## src/rtl/dhq_pkg.sv

```systemverilog
`timescale 1ns / 1ps
// ============================================================================
// dhq_pkg
// Shared constants, entry and control types for the d-ary heap queue.
// ============================================================================
package dhq_pkg;

    localparam int CAPACITY  = 256;
    localparam int ARITY     = 2;
    localparam int PRIO_W    = 16;
    localparam int TAG_W     = 32;
    localparam int IDX_W     = (CAPACITY > 1) ? $clog2(CAPACITY) : 1;
    localparam int CNT_W     = $clog2(CAPACITY + 1);
    localparam int CHILD_W   = $clog2(CAPACITY * ARITY + 1);
    localparam int K_W       = $clog2(ARITY + 1);
    // Parent index by reciprocal multiplication; exact for every index below CAPACITY.
    localparam int DIV_SHIFT = IDX_W + $clog2(ARITY);
    localparam int DIV_MULT  = ((2 ** DIV_SHIFT) + ARITY - 1) / ARITY;
    localparam int PROD_W    = IDX_W + DIV_SHIFT;

    typedef struct packed {
        logic [PRIO_W-1:0] prio;
        logic [TAG_W-1:0]  tag;
    } entry_t;

    typedef enum logic [1:0] {
        STATUS_OK    = 2'd0,
        STATUS_EMPTY = 2'd1,
        STATUS_FULL  = 2'd2
    } status_t;

    typedef enum logic {
        REQ_INSERT = 1'b0,
        REQ_DELETE = 1'b1
    } req_t;

    typedef enum logic [3:0] {
        ST_IDLE,
        ST_UP_DIV,
        ST_UP_READ,
        ST_UP_CMP,
        ST_DEL_ROOT,
        ST_DEL_LAST,
        ST_DEL_LOAD,
        ST_DN_START,
        ST_DN_SCAN,
        ST_FINISH
    } state_t;

    typedef struct packed {
        logic             rd_en;
        logic [IDX_W-1:0] rd_addr;
        logic             wr_en;
        logic [IDX_W-1:0] wr_addr;
        entry_t           wr_data;
    } mem_req_t;

    typedef struct packed {
        status_t          status;
        entry_t           removed;
        logic [CNT_W-1:0] count;
    } result_t;

endpackage

```

## src/rtl/dhq_parent.sv

```systemverilog
`timescale 1ns / 1ps
// ============================================================================
// dhq_parent
// Parent index of a heap node, (pos - 1) / ARITY, by reciprocal multiply.
// ============================================================================
module dhq_parent
(
    input  logic [dhq_pkg::IDX_W-1:0] pos,
    output logic [dhq_pkg::IDX_W-1:0] parent
);

    logic [dhq_pkg::IDX_W-1:0]  pos_m1;
    logic [dhq_pkg::PROD_W-1:0] prod;

    assign pos_m1 = pos - dhq_pkg::IDX_W'(1);
    assign prod   = dhq_pkg::PROD_W'(pos_m1) * dhq_pkg::PROD_W'(dhq_pkg::DIV_MULT);
    assign parent = prod[dhq_pkg::DIV_SHIFT +: dhq_pkg::IDX_W];

endmodule

```

## src/rtl/dhq_ctrl.sv

```systemverilog
`timescale 1ns / 1ps
// ============================================================================
// dhq_ctrl
// Request sequencer: sift-up for inserts, root removal and sift-down for
// deletes, all through the entry store with one read port and one write port.
// ============================================================================
module dhq_ctrl
(
    input  logic                       clk,
    input  logic                       rst_n,
    input  logic                       in_valid,
    output logic                       in_ready,
    input  logic                       req_type,
    input  logic [dhq_pkg::PRIO_W-1:0] priority_req,
    input  logic [dhq_pkg::TAG_W-1:0]  payload,
    output logic                       res_valid,
    input  logic                       res_ready,
    output dhq_pkg::result_t           res,
    output dhq_pkg::mem_req_t          mem_req,
    input  dhq_pkg::entry_t            rd_data
);

    dhq_pkg::state_t                state_reg, state_next;
    logic [dhq_pkg::CNT_W-1:0]      cnt_reg, cnt_next;
    dhq_pkg::status_t               status_reg, status_next;
    dhq_pkg::entry_t                removed_reg, removed_next;
    dhq_pkg::entry_t                item_reg, item_next;
    dhq_pkg::entry_t                best_reg, best_next;
    logic [dhq_pkg::IDX_W-1:0]      pos_reg, pos_next;
    logic [dhq_pkg::IDX_W-1:0]      par_reg, par_next;
    logic [dhq_pkg::IDX_W-1:0]      best_idx_reg, best_idx_next;
    logic [dhq_pkg::IDX_W-1:0]      pend_idx_reg, pend_idx_next;
    logic [dhq_pkg::CHILD_W-1:0]    child_reg, child_next;
    logic [dhq_pkg::K_W-1:0]        k_reg, k_next;
    logic                           found_reg, found_next;
    logic                           pend_reg, pend_next;
    logic [dhq_pkg::IDX_W-1:0]      parent;
    logic                           issue;

    dhq_parent u_parent
    (
        .pos    (pos_reg),
        .parent (parent)
    );

    always_ff @(posedge clk or negedge rst_n)
    begin
        if (!rst_n)
        begin
            state_reg <= dhq_pkg::ST_IDLE;
            cnt_reg   <= '0;
            found_reg <= 1'b0;
            pend_reg  <= 1'b0;
            k_reg     <= '0;
        end
        else
        begin
            state_reg <= state_next;
            cnt_reg   <= cnt_next;
            found_reg <= found_next;
            pend_reg  <= pend_next;
            k_reg     <= k_next;
        end
    end

    always_ff @(posedge clk)
    begin
        status_reg   <= status_next;
        removed_reg  <= removed_next;
        item_reg     <= item_next;
        best_reg     <= best_next;
        pos_reg      <= pos_next;
        par_reg      <= par_next;
        best_idx_reg <= best_idx_next;
        pend_idx_reg <= pend_idx_next;
        child_reg    <= child_next;
    end

    // A child read is issued while children remain in this group and in the heap.
    assign issue = (k_reg < dhq_pkg::K_W'(dhq_pkg::ARITY)) &&
                   (child_reg < dhq_pkg::CHILD_W'(cnt_reg));

    always_comb
    begin
        state_next    = state_reg;
        cnt_next      = cnt_reg;
        status_next   = status_reg;
        removed_next  = removed_reg;
        item_next     = item_reg;
        best_next     = best_reg;
        pos_next      = pos_reg;
        par_next      = par_reg;
        best_idx_next = best_idx_reg;
        pend_idx_next = pend_idx_reg;
        child_next    = child_reg;
        k_next        = k_reg;
        found_next    = found_reg;
        pend_next     = pend_reg;
        mem_req       = '0;
        in_ready      = 1'b0;
        res_valid     = 1'b0;

        unique case (state_reg)
            dhq_pkg::ST_IDLE:
            begin
                in_ready = 1'b1;
                if (in_valid)
                begin
                    status_next  = dhq_pkg::STATUS_OK;
                    removed_next = '0;
                    if (req_type == dhq_pkg::REQ_INSERT)
                    begin
                        if (cnt_reg == dhq_pkg::CNT_W'(dhq_pkg::CAPACITY))
                        begin
                            status_next = dhq_pkg::STATUS_FULL;
                            state_next  = dhq_pkg::ST_FINISH;
                        end
                        else
                        begin
                            item_next.prio = priority_req;
                            item_next.tag  = payload;
                            pos_next       = cnt_reg[dhq_pkg::IDX_W-1:0];
                            cnt_next       = cnt_reg + dhq_pkg::CNT_W'(1);
                            state_next     = dhq_pkg::ST_UP_DIV;
                        end
                    end
                    else
                    begin
                        if (cnt_reg == '0)
                        begin
                            status_next = dhq_pkg::STATUS_EMPTY;
                            state_next  = dhq_pkg::ST_FINISH;
                        end
                        else
                        begin
                            cnt_next   = cnt_reg - dhq_pkg::CNT_W'(1);
                            state_next = dhq_pkg::ST_DEL_ROOT;
                        end
                    end
                end
            end

            dhq_pkg::ST_UP_DIV:
            begin
                if (pos_reg == '0)
                begin
                    mem_req.wr_en   = 1'b1;
                    mem_req.wr_addr = pos_reg;
                    mem_req.wr_data = item_reg;
                    state_next      = dhq_pkg::ST_FINISH;
                end
                else
                begin
                    par_next   = parent;
                    state_next = dhq_pkg::ST_UP_READ;
                end
            end

            dhq_pkg::ST_UP_READ:
            begin
                mem_req.rd_en   = 1'b1;
                mem_req.rd_addr = par_reg;
                state_next      = dhq_pkg::ST_UP_CMP;
            end

            dhq_pkg::ST_UP_CMP:
            begin
                mem_req.wr_en   = 1'b1;
                mem_req.wr_addr = pos_reg;
                if (item_reg.prio <= rd_data.prio)
                begin
                    mem_req.wr_data = item_reg;
                    state_next      = dhq_pkg::ST_FINISH;
                end
                else
                begin
                    // The parent moves down into the hole and the hole climbs.
                    mem_req.wr_data = rd_data;
                    pos_next        = par_reg;
                    state_next      = dhq_pkg::ST_UP_DIV;
                end
            end

            dhq_pkg::ST_DEL_ROOT:
            begin
                mem_req.rd_en   = 1'b1;
                mem_req.rd_addr = '0;
                state_next      = dhq_pkg::ST_DEL_LAST;
            end

            dhq_pkg::ST_DEL_LAST:
            begin
                removed_next    = rd_data;
                mem_req.rd_en   = 1'b1;
                mem_req.rd_addr = cnt_reg[dhq_pkg::IDX_W-1:0];
                state_next      = dhq_pkg::ST_DEL_LOAD;
            end

            dhq_pkg::ST_DEL_LOAD:
            begin
                item_next = rd_data;
                pos_next  = '0;
                if (cnt_reg == '0)
                begin
                    state_next = dhq_pkg::ST_FINISH;
                end
                else
                begin
                    state_next = dhq_pkg::ST_DN_START;
                end
            end

            dhq_pkg::ST_DN_START:
            begin
                child_next = dhq_pkg::CHILD_W'(pos_reg) * dhq_pkg::CHILD_W'(dhq_pkg::ARITY)
                             + dhq_pkg::CHILD_W'(1);
                k_next     = '0;
                found_next = 1'b0;
                pend_next  = 1'b0;
                state_next = dhq_pkg::ST_DN_SCAN;
            end

            dhq_pkg::ST_DN_SCAN:
            begin
                // Fold in the child read issued last cycle; ties keep the lower index.
                if (pend_reg && (!found_reg || (rd_data.prio > best_reg.prio)))
                begin
                    best_next     = rd_data;
                    best_idx_next = pend_idx_reg;
                    found_next    = 1'b1;
                end
                if (issue)
                begin
                    mem_req.rd_en   = 1'b1;
                    mem_req.rd_addr = child_reg[dhq_pkg::IDX_W-1:0];
                    pend_idx_next   = child_reg[dhq_pkg::IDX_W-1:0];
                    child_next      = child_reg + dhq_pkg::CHILD_W'(1);
                    k_next          = k_reg + dhq_pkg::K_W'(1);
                    pend_next       = 1'b1;
                end
                else
                begin
                    pend_next = 1'b0;
                    if (!pend_reg)
                    begin
                        mem_req.wr_en   = 1'b1;
                        mem_req.wr_addr = pos_reg;
                        if (!found_reg || (item_reg.prio >= best_reg.prio))
                        begin
                            mem_req.wr_data = item_reg;
                            state_next      = dhq_pkg::ST_FINISH;
                        end
                        else
                        begin
                            mem_req.wr_data = best_reg;
                            pos_next        = best_idx_reg;
                            state_next      = dhq_pkg::ST_DN_START;
                        end
                    end
                end
            end

            dhq_pkg::ST_FINISH:
            begin
                res_valid = 1'b1;
                if (res_ready)
                begin
                    state_next = dhq_pkg::ST_IDLE;
                end
            end

            default:
            begin
                state_next = dhq_pkg::ST_IDLE;
            end
        endcase
    end

    assign res.status  = status_reg;
    assign res.removed = removed_reg;
    assign res.count   = cnt_reg;

endmodule

```

## config.mk

```make
export PLATFORM = sky130hd
export DESIGN_NAME = dhq_ctrl
export DESIGN_NICKNAME = d
export VERILOG_FILES = /design/src/rtl/dhq_pkg.sv /design/src/rtl/dhq_parent.sv /design/src/rtl/dhq_ctrl.sv
export SDC_FILE = /design/constraint.sdc
export NUM_CORES = 1
export LEC_CHECK = 0
export ABC_AREA = 1
export BUFFER_PORTS_ARGS = -buffer_cell sky130_fd_sc_hd__buf_2
export CAP_MARGIN = 10
export CORE_ASPECT_RATIO = 1.1
export CORE_UTILIZATION = 35
export DETAILED_ROUTE_END_ITERATION = 16
export GPL_ROUTABILITY_DRIVEN = 0
export PLACE_DENSITY_LB_ADDON = 0.1
export SLEW_MARGIN = 5
export SYNTH_ARGS = -nofsm -noshare
export SYNTH_HDL_FRONTEND = slang
export SYNTH_SLANG_ARGS = --single-unit
```

## constraint.sdc

```tcl
create_clock -name clk -period 5.2 [get_ports clk]
set_input_delay 0.52 -clock clk [delete_from_list [all_inputs] [get_ports clk]]
set_output_delay 0.52 -clock clk [all_outputs]
set_load 0.05 [all_outputs]
```

Word level (Yosys, flattened, before mapping)
Cells that the tools add are included.
{"block": "totals", "ff_bits": 204, "inputBits": 101, "output_inout_bits": 127, "elab_cells": 124}
{"block": "classes", "addsub": 6, "magnitude_cmp": 5, "n_eq_ne": 22, "mux": 50, "n_bitwise": 1, "n_reduce_logical": 23}
{"cell": "$mux W48", "count": 6}
{"cell": "$pmux W48 S2", "count": 2}
{"cell": "$mux W57", "count": 3}
{"cell": "$pmux W57 S3", "count": 1}
{"cell": "$mux W8", "count": 7}
{"cell": "$mux W4", "count": 11}
{"cell": "$pmux W4 S10", "count": 1}
{"cell": "$mux W9", "count": 4}
{"cell": "$pmux W9 S4", "count": 1}
{"cell": "$pmux W8 S4", "count": 1}
{"cell": "$ne A2 B2 Y1 const B", "count": 12}
{"cell": "$pmux W10 S2", "count": 1}
{"cell": "$eq A4 B3 Y1 const B", "count": 4}
{"cell": "$ge A16 B16 Y1", "count": 1}
{"cell": "$gt A16 B16 Y1", "count": 1}
{"cell": "$le A16 B16 Y1", "count": 1}
{"cell": "$reduce_and A2 Y1", "count": 7}
{"cell": "$reduce_and A4 Y1", "count": 3}
{"cell": "$add A10 B1 Y10 const B", "count": 1}
{"cell": "$add A9 B1 Y10 const B", "count": 1}
{"cell": "$lt A10 B9 Y1", "count": 1}
{"cell": "$mux W10", "count": 1}
{"cell": "$add A9 B1 Y9 const B", "count": 1}
{"cell": "$eq A9 B9 Y1 const B", "count": 1}
{"cell": "21 further kinds", "count": 34}

Logic depth before layout (Yosys ltp)
Gate-level depths: netlist (run 1).
{"block": "depth", "ltp_word": 6, "ltp_mapped": 18, "ltp_nobuf": 16}

Cells and area by module
A second synthesis (run 1) with hierarchy kept.
{"block": "unflattened", "hier_cells": 1313, "hier_area_um2": 11506.0}
{"mod": "dhq_ctrl", "instances": 1, "cells_each": 1279, "area_each_um2": 11324.6, "seq_area_each_um2": 6070.8}
{"mod": "dhq_parent", "instances": 1, "cells_each": 34, "area_each_um2": 181.4, "seq_area_each_um2": 0.0}

Least setup slack after synthesis (run 1)
OpenSTA, ideal clock, no wires.
{"block": "synth_path", "path_kind": "reg2reg", "startpoint": "register state_reg[0]", "endpoint": "register removed_reg, in the netlist res[10] (enable)", "setup_ns": 0.520, "arrival_ns": 4.093, "path_slack_ns": 0.586, "stages_incl_launch_ff": 4, "path_buffers": 0, "period_less_slack_ns": 4.614, "path_cell_list": "dfrtp_1 nor2_1 nand2_1 o21ai_0"}
{"block": "synth_between", "elab_chain_cells": 3, "elab_cells_between_ends": 5}
{"item": "start: declaration", "line": "dhq_ctrl.sv:23", "source": "dhq_pkg::state_t state_reg, state_next;"}
{"item": "start signal: assignment", "line": "dhq_ctrl.sv:50", "source": "state_reg <= dhq_pkg::ST_IDLE;"}
{"item": "start signal: assignment", "line": "dhq_ctrl.sv:58", "source": "state_reg <= state_next;"}
{"item": "$eq A4 B3 Y1 / $logic_not A4 Y1 (equally long branches)", "line": "dhq_ctrl.sv:103", "source": "unique case (state_reg)"}
{"item": "$reduce_bool A2 Y1 (no source line) / $ne A2 B2 Y1 (equally long branches)"}
{"item": "$reduce_and A2 Y1 (no source line) *"}
{"item": "end signal: assignment", "line": "dhq_ctrl.sv:69", "source": "removed_reg <= removed_next;"}
{"item": "end: declaration", "line": "dhq_ctrl.sv:26", "source": "dhq_pkg::entry_t removed_reg, removed_next;"}
Every way passes the cells marked *; elsewhere a longest branch is shown, timed or not.
A chain may end at the register's enable or synchronous reset.

==> flow_summary_export.csv, run 1 <==
group,metric,value,unit
outcome,status,"finished, final reports clean",
floorplanning,die_w,174,µm
final_layout,layout-drive-gt1-share,19.4,%
clocking,clock_path_buffers,3,
critical_path,worst-r2r-cell-count,7,
synthesis,yosys.area.top_type,"edfxtp_1",
power_and_ir_drop,ir_drop,0.000306,V
sta,period_share,78.1,%
critical_path,cp.arrival,3.54,ns
sta,hold_slack,0.214,ns
placement,dp_hpwl,23.4,mm
worst_hold_path,whs_path_depth,1,
power_and_ir_drop,p_leak,6.43,nW
critical_path,r2r_end,"best_reg[3]$_DFFE_PP_",
clocking,cts.sinks,204,
critical_path,reg2reg_slack,2.18,ns
critical_path,crit_type,"flip-flop to output pin",
floorplanning,die_h,191,µm
final_layout,layout_commonest_cell,"nand2_1",
detailed_routing,wl_per_cell,17.6,µm
clocking,cts_tree,"done",
placement,dp_cells,1901,
synthesis,netlist_area,11400,µm²
detailed_routing,first_iter_violations,631,
detailed_routing,drc_errors,0,
sta,fmax,246,MHz
critical_path,cp_max_fo,30,
power_and_ir_drop,intPower,4.29,mW
worst_hold_path,hold_class,"input port to flip-flop",
synthesis,yosys_warnings,0,
synthesis,synth.distinct_cells,39,
clocking,htree_levels,1,
synthesis,syn_nets,1458,
worst_hold_path,hold_end,"best_reg[26]$_DFFE_PP_",
detailed_routing,drtAntennaViolNets,0,
clocking,cts_made_buffers,24,
final_layout,syn_to_final_growth,20.4,%
detailed_routing,routed_wl,34.3,mm
final_layout,final_cells,1946,
placement,portBuffers,227,
sta,final.min_clock_period,4.06,ns
power_and_ir_drop,p_sw,3.65,mW
sta,skew,0.0139,ns
clocking,clkTransAtPathRegs,0.06,ns
clocking,post_cts_resize_count,0,
placement,pre_cts_ws,1.42,ns
floorplanning,design.die.area,33200,µm²
floorplanning,initial_core_util,35.9,%
clocking,cts-root-buf,"clkbuf_16",
final_layout,fin_nets,1675,
floorplanning,coreArea,31700,µm²
final_layout,final_cell_mix,"422 x nand2_1, 227 x buf_2, 187 x edfxtp_1",
synthesis,synthDominantCellAreaShare,49.4,%
synthesis,synth_area_per_cell,8.80,µm²
power_and_ir_drop,finalPower,7.94,mW
detailed_routing,routed-via-count,9559,
clocking,post_cts_buffers,0,
global_route,grt_overflow,0,
critical_path,endpoint_kind,"output pin",
sta,maxSlewViolCount,0,
sta,rsz0062_at_grt,"false",
synthesis,ys_seq_area_share,53.2,%
critical_path,worstSetupStartpointType,"flip-flop",
power_and_ir_drop,pwr-share-comb,44.5,%
detailed_routing,viasPerCell,4.91,
synthesis,yosys-top-cells-area,"edfxtp_1 49%, nand2_1 14%, ha_1 7.2%",
run,drv_cap,0,
sta,tns,0,ns
critical_path,cp_data_required_time,4.68,ns
floorplanning,boundaryPins,228,
clocking,insertion_delay,0.52,ns
global_route,grt_max_degree,74,
synthesis,ys_ff_latch,204,
sta,relSlewSlack,21.3,%
power_and_ir_drop,pwr-share-seq,34.8,%
synthesis,synth_cells,1291,
sta,tightestPinTransition,1.17,ns
sta,worst_slack,1.14,ns
detailed_routing,firstDrtPassIters,5,
sta,hold_viol_final,0,
power_and_ir_drop,switching_share,46.0,%
global_route,antenna_found_initial,2,
worst_hold_path,hold_path.startpoint,"rd_data[26]",
power_and_ir_drop,cellPowerDensity,580,nW/µm²
global_route,grtUsageTotal,20.4,%
global_route,grt_pass1_wl,52.6,mm
global_route,grt_pass1_vias,9335,
sta,setup_viol,0,
floorplanning,num_rows,68,
critical_path,r2r-start,"state_reg[0]$_DFFE_PN0P_",
power_and_ir_drop,pwr-share-clk,20.8,%
[per-stage QoR]
| step | cell area (µm²) | utilization (%) |
|---|---|---|
| 2_1_floorplan | 11400 | - |
| 3_3_place_gp | 12900 | 40.8 |
| 3_5_place_dp | 12900 | 40.8 |
| 4_1_cts | 13700 | 43.2 |
| 5_1_grt | 13700 | 43.2 |
| 6_report | 13700 | 43.2 |
[cells by family (layout without fill, tap and decap cells)]
group | count (synthesis) | after routing | share of synthesized area [%]
AND/OR/NAND/NOR | 679 | 679 | 24.7
flip-flops | 204 | 204 | 53.2
buffers and inverters | 187 | 421 | 6.88
AO/OA/AOI/OAI | 144 | 144 | 7.10
adder cells (fa/ha/maj) | 66 | 66 | 7.34
XOR/XNOR | 11 | 11 | 0.848
other | 0 | 1 | 0
[power by group through the flow]
stage	logic [mW]	registers (mW)	clock network (mW)
detailed placement	3.55	2.79	0
floorplan	2.01	3.33	0
CTS	3.56	2.76	1.69
global route	3.86	2.82	1.76
finish	3.53	2.76	1.65
global placement	3.53	2.79	0
[cell type report]
type / instances / area [µm²]
Multi-Input combinational cell: 900 / 4580
Tap cell: 420 / 526
Antenna cell: 1 / 2.50
Timing Repair Buffer: 242 / 1260
Sequential cell: 204 / 6040
Fill cell: 3244 / 18000
Clock buffer: 32 / 652
Clock inverter: 11 / 100
Inverter: 136 / 512
[how the worst max path moves through the flow]
| stage | from | to | slack, ns | depth (start not counted) |
|---|---|---|---|---|
| 6_report | item_reg[43]$_DFFE_PP_ | mem_req[27] | 1.14 | 13 |
| 5_1_grt | item_reg[43]$_DFFE_PP_ | mem_req[8] | 0.82 | 13 |
| 4_1_cts | cnt_reg[5]$_DFFE_PN0P_ | mem_req[44] | 1.08 | 11 |
| 3_5_place_dp | rd_data[43] | mem_req[43] | 1.42 | 15 |
| 3_3_place_gp | rd_data[43] | mem_req[44] | 1.48 | 15 |
| 2_1_floorplan | state_reg[0]$_DFFE_PN0P_ | res[10]$_SDFFCE_PN0P_ | 0.59 | 3 |
[critical path: stages (launching register included)]
cell and delay [ns]:
edfxtp_1 0.46, ha_1 0.33, nand2_1 0.05, inv_1 0.06, nand3_1 0.10, nor3_2 0.21
nand3_1 0.11, nand2_1 0.17, nand2_1 0.13, nand2_2 0.61, buf_4 0.37, nand2_1 0.09
nand3_1 0.07, buf_2 0.26
[synth_stat cells]
| master | count |
|---|---|
| a21oi_2 | 1 |
| nand3_2 | 2 |
| clkbuf_1 | 15 |
| a21o_1 | 1 |
| nor4_1 | 1 |
| o21bai_1 | 5 |
| or2_2 | 2 |
| nand3b_1 | 1 |
| o211ai_1 | 9 |
| nor3_1 | 5 |
| fa_1 | 1 |
| o21ai_1 | 10 |
| o221ai_1 | 6 |
| nand4_1 | 11 |
| a21oi_1 | 33 |
| dfrtp_1 | 17 |
| inv_2 | 4 |
| nand2_1 | 425 |
| a211oi_1 | 1 |
| o21ai_0 | 66 |
| nor3_2 | 1 |
| buf_4 | 7 |
| nand3_1 | 125 |
| o21a_1 | 1 |
| nor2_4 | 2 |
| xor2_1 | 11 |
| o22ai_1 | 8 |
| inv_1 | 132 |
| buf_1 | 6 |
| edfxtp_1 | 187 |
| nand4_2 | 1 |
| o31ai_1 | 2 |
| a22oi_1 | 1 |
| buf_2 | 19 |
| and2_1 | 1 |
| nor2_1 | 100 |
| ha_1 | 65 |
| nor2_2 | 2 |
| buf_6 | 4 |
[routing by layer]
| metal | track usage (%) | wire length (µm) |
|---|---|---|
| met1 | 27.4 | 15300 |
| met2 | 34.8 | 16300 |
| met3 | 2.53 | 1940 |
| met4 | 5.63 | 759 |
| met5 | 0 | 13 |
[what timing repair did]
action	4_1_cts	5_1_grt
endpoints found under the setup margin	0	0
hold endpoints to repair	17	0
hold buffers	1	0
Power figures use the tool's default switching activity.
==> run 2: changes to the inputs <==
==> constraint.sdc (replaced) <==
create_clock -name clk -period 4.2 [get_ports clk]
set_input_delay 0.42 -clock clk [delete_from_list [all_inputs] [get_ports clk]]
set_output_delay 0.42 -clock clk [all_outputs]
set_load 0.05 [all_outputs]
==> run 2 against run 1 <==
Compared with the run above:
- via count grew 1.1%
- sequential share of layout area shrank 0.28 points
- clock-buffer cell count shrank 7
- sequential power grew 23%
- final area grew 0.64%
- worst hold slack lost 0.094 ns
- flip-flop and latch count is the same
- clock power grew 28%
- critical path type unchanged
- largest cell class unchanged
- largest power group unchanged
==> flow_summary_export.csv, run 2 (synthesis gave the netlist of run 1 again) <==
group,metric,value,unit
critical_path,cp_common_cell,"nand2_1",
detailed_routing,viasPerCell,4.95,
critical_path,cp_data_required_time,3.78,ns
critical_path,worstPathCellList,"ha_1, nand2_1, inv_1, nand3_1, a21oi_1, nor2_4, nand2_2, buf_4, nand2_1, nand2_1, nand2_1, nand3_1, buf_2",
power_and_ir_drop,p_sw,4.58,mW
power_and_ir_drop,intPower,5.38,mW
final_layout,final_cell_mix,"422 x nand2_1, 227 x buf_2, 187 x edfxtp_1",
detailed_routing,routed-via-count,9663,
floorplanning,coreArea,31700,µm²
critical_path,cp_max_fo,30,
critical_path,cp.arrival,3.34,ns
sta,fmax,266,MHz
power_and_ir_drop,ir_drop,0.000347,V
outcome,status,"finished, final reports clean",
sta,tightestPinTransition,1.07,ns
final_layout,syn_to_final_growth,21.2,%
clocking,cts.sinks,204,
global_route,grt_pass1_wl,53.8,mm
sta,setup_viol,0,
clocking,clock_path_buffers,3,
critical_path,max_stage_delay,0.59,ns
clocking,cts_made_buffers,24,
critical_path,cp.buffers_inverters,3,
sta,maxSlewViolCount,0,
critical_path,crit_path_top_delay_cell,"nand2_2",
worst_hold_path,hold_class,"input port to flip-flop",
power_and_ir_drop,cellPowerDensity,723,nW/µm²
sta,tns,0,ns
power_and_ir_drop,finalPower,9.96,mW
global_route,grt_overflow,0,
floorplanning,num_rows,68,
sta,hold_slack,0.120,ns
detailed_routing,first_iter_violations,573,
sta,rsz0062_at_grt,"false",
final_layout,layout_commonest_cell,"nand2_1",
sta,worst_slack,0.440,ns
power_and_ir_drop,switching_share,46.0,%
clocking,cts-root-buf,"clkbuf_16",
placement,pre_cts_ws,0.792,ns
power_and_ir_drop,p_leak,6.49,nW
clocking,clkTransAtPathRegs,0.06,ns
detailed_routing,routed_wl,35.3,mm
floorplanning,design.die.area,33200,µm²
detailed_routing,wl_per_cell,18.1,µm
power_and_ir_drop,pwr-share-seq,34.2,%
sta,final.min_clock_period,3.76,ns
clocking,insertion_delay,0.52,ns
sta,relSlewSlack,28.5,%
placement,portBuffers,227,
run,drv_cap,0,
floorplanning,boundaryPins,228,
floorplanning,die_h,191,µm
sta,skew,0.00994,ns
final_layout,layout-drive-gt1-share,20.1,%
critical_path,endpoint_kind,"output pin",
power_and_ir_drop,pwr-share-comb,44.5,%
clocking,htree_levels,1,
critical_path,critPathTopFamily,"simple AND/OR/NAND/NOR gates",
sta,period_share,89.5,%
detailed_routing,firstDrtPassIters,5,
global_route,grtUsageTotal,21.0,%
power_and_ir_drop,pwr-share-clk,21.3,%
floorplanning,die_w,174,µm
global_route,grt_pass1_vias,9581,
final_layout,fillers,3189,
detailed_routing,drc_errors,0,
floorplanning,initial_core_util,35.9,%
final_layout,postLayoutCoreUtil,43.5,%
clocking,cts_tree,"done",
critical_path,crit_type,"flip-flop to output pin",
sta,hold_viol_final,0,
detailed_routing,drtAntennaViolNets,0,
placement,dp_hpwl,24.2,mm
global_route,antenna_found_initial,1,
final_layout,fin_nets,1681,
critical_path,worstSetupStartpointType,"flip-flop",
global_route,grt_max_degree,98,
[run 2: changes by cell type in the layout (fill, tap and decap cells not counted)]
| cell | previous run | this run |
|---|---|---|
| buf_4 | 13 | 19 |
| bufinv_16 | 2 | 3 |
| clkbuf_1 | 7 | 0 |
| clkinv_1 | 4 | 6 |
| clkinv_2 | 6 | 9 |
| clkinv_4 | 0 | 1 |
| clkinvlp_4 | 0 | 1 |
[run 2: layout make-up]
type | instances | area (µm²) | share of cell area (%)
Antenna cell | 1 | 2.50 | 0.0182
Tap cell | 420 | 526 | 3.82
Timing Repair Buffer | 248 | 1310 | 9.51
Multi-Input combinational cell | 900 | 4580 | 33.3
Inverter | 136 | 512 | 3.72
Clock buffer | 25 | 626 | 4.54
Sequential cell | 204 | 6040 | 43.9
Clock inverter | 19 | 169 | 1.23
[run 2: power groups by stage]
stage | Combinational, mW | Sequential [mW] | Clock (mW)
after floorplan | 2.49 | 4.11 | 0
after global placement | 4.46 | 3.45 | 0
after detailed placement | 4.48 | 3.45 | 0
after CTS | 4.49 | 3.41 | 2.17
after global routing | 4.86 | 3.48 | 2.23
final | 4.43 | 3.40 | 2.12
[run 2: worst paths after layout]
path                                        endpoint  depth (start not counted)  slack (ns)                 startpoint
max in group asynchronous   state_reg[2]$_DFFE_PN0P_                          2        3.52                      rst_n
min reg2reg                best_idx_reg[2]$_DFFE_PP_                          0        0.41  pend_idx_reg[2]$_DFFE_PP_
max                                      mem_req[40]                         13        0.44     item_reg[47]$_DFFE_PP_
max reg2reg                     pos_reg[6]$_DFFE_PP_                          8        1.09     item_reg[47]$_DFFE_PP_
min in group asynchronous     cnt_reg[4]$_DFFE_PN0P_                          2        0.37                      rst_n
min                           best_reg[22]$_DFFE_PP_                          1        0.12                rd_data[22]
[run 2: metrics by stage]
step,cells,cell area (µm²)
2_1_floorplan,1291,11400
3_3_place_gp,1907,13000
3_5_place_dp,1907,13000
4_1_cts,1952,13800
5_1_grt,1952,13800
6_report,1953,13800
[run 2: routing by layer]
metal,track usage [%],vias up,share of wire (%)
met3,3.00,43,5.3
met5,0,-,0
met4,5.80,0,2.3
met2,37.4,267,49
met1,26.4,4591,43
li1,-,4762,-
[run 2: timing repair]
action,4_1_cts,5_1_grt
hold buffers,1,0
gates resized for setup,0,0
buffers inserted,0,0
endpoints found under the hold margin,17,0
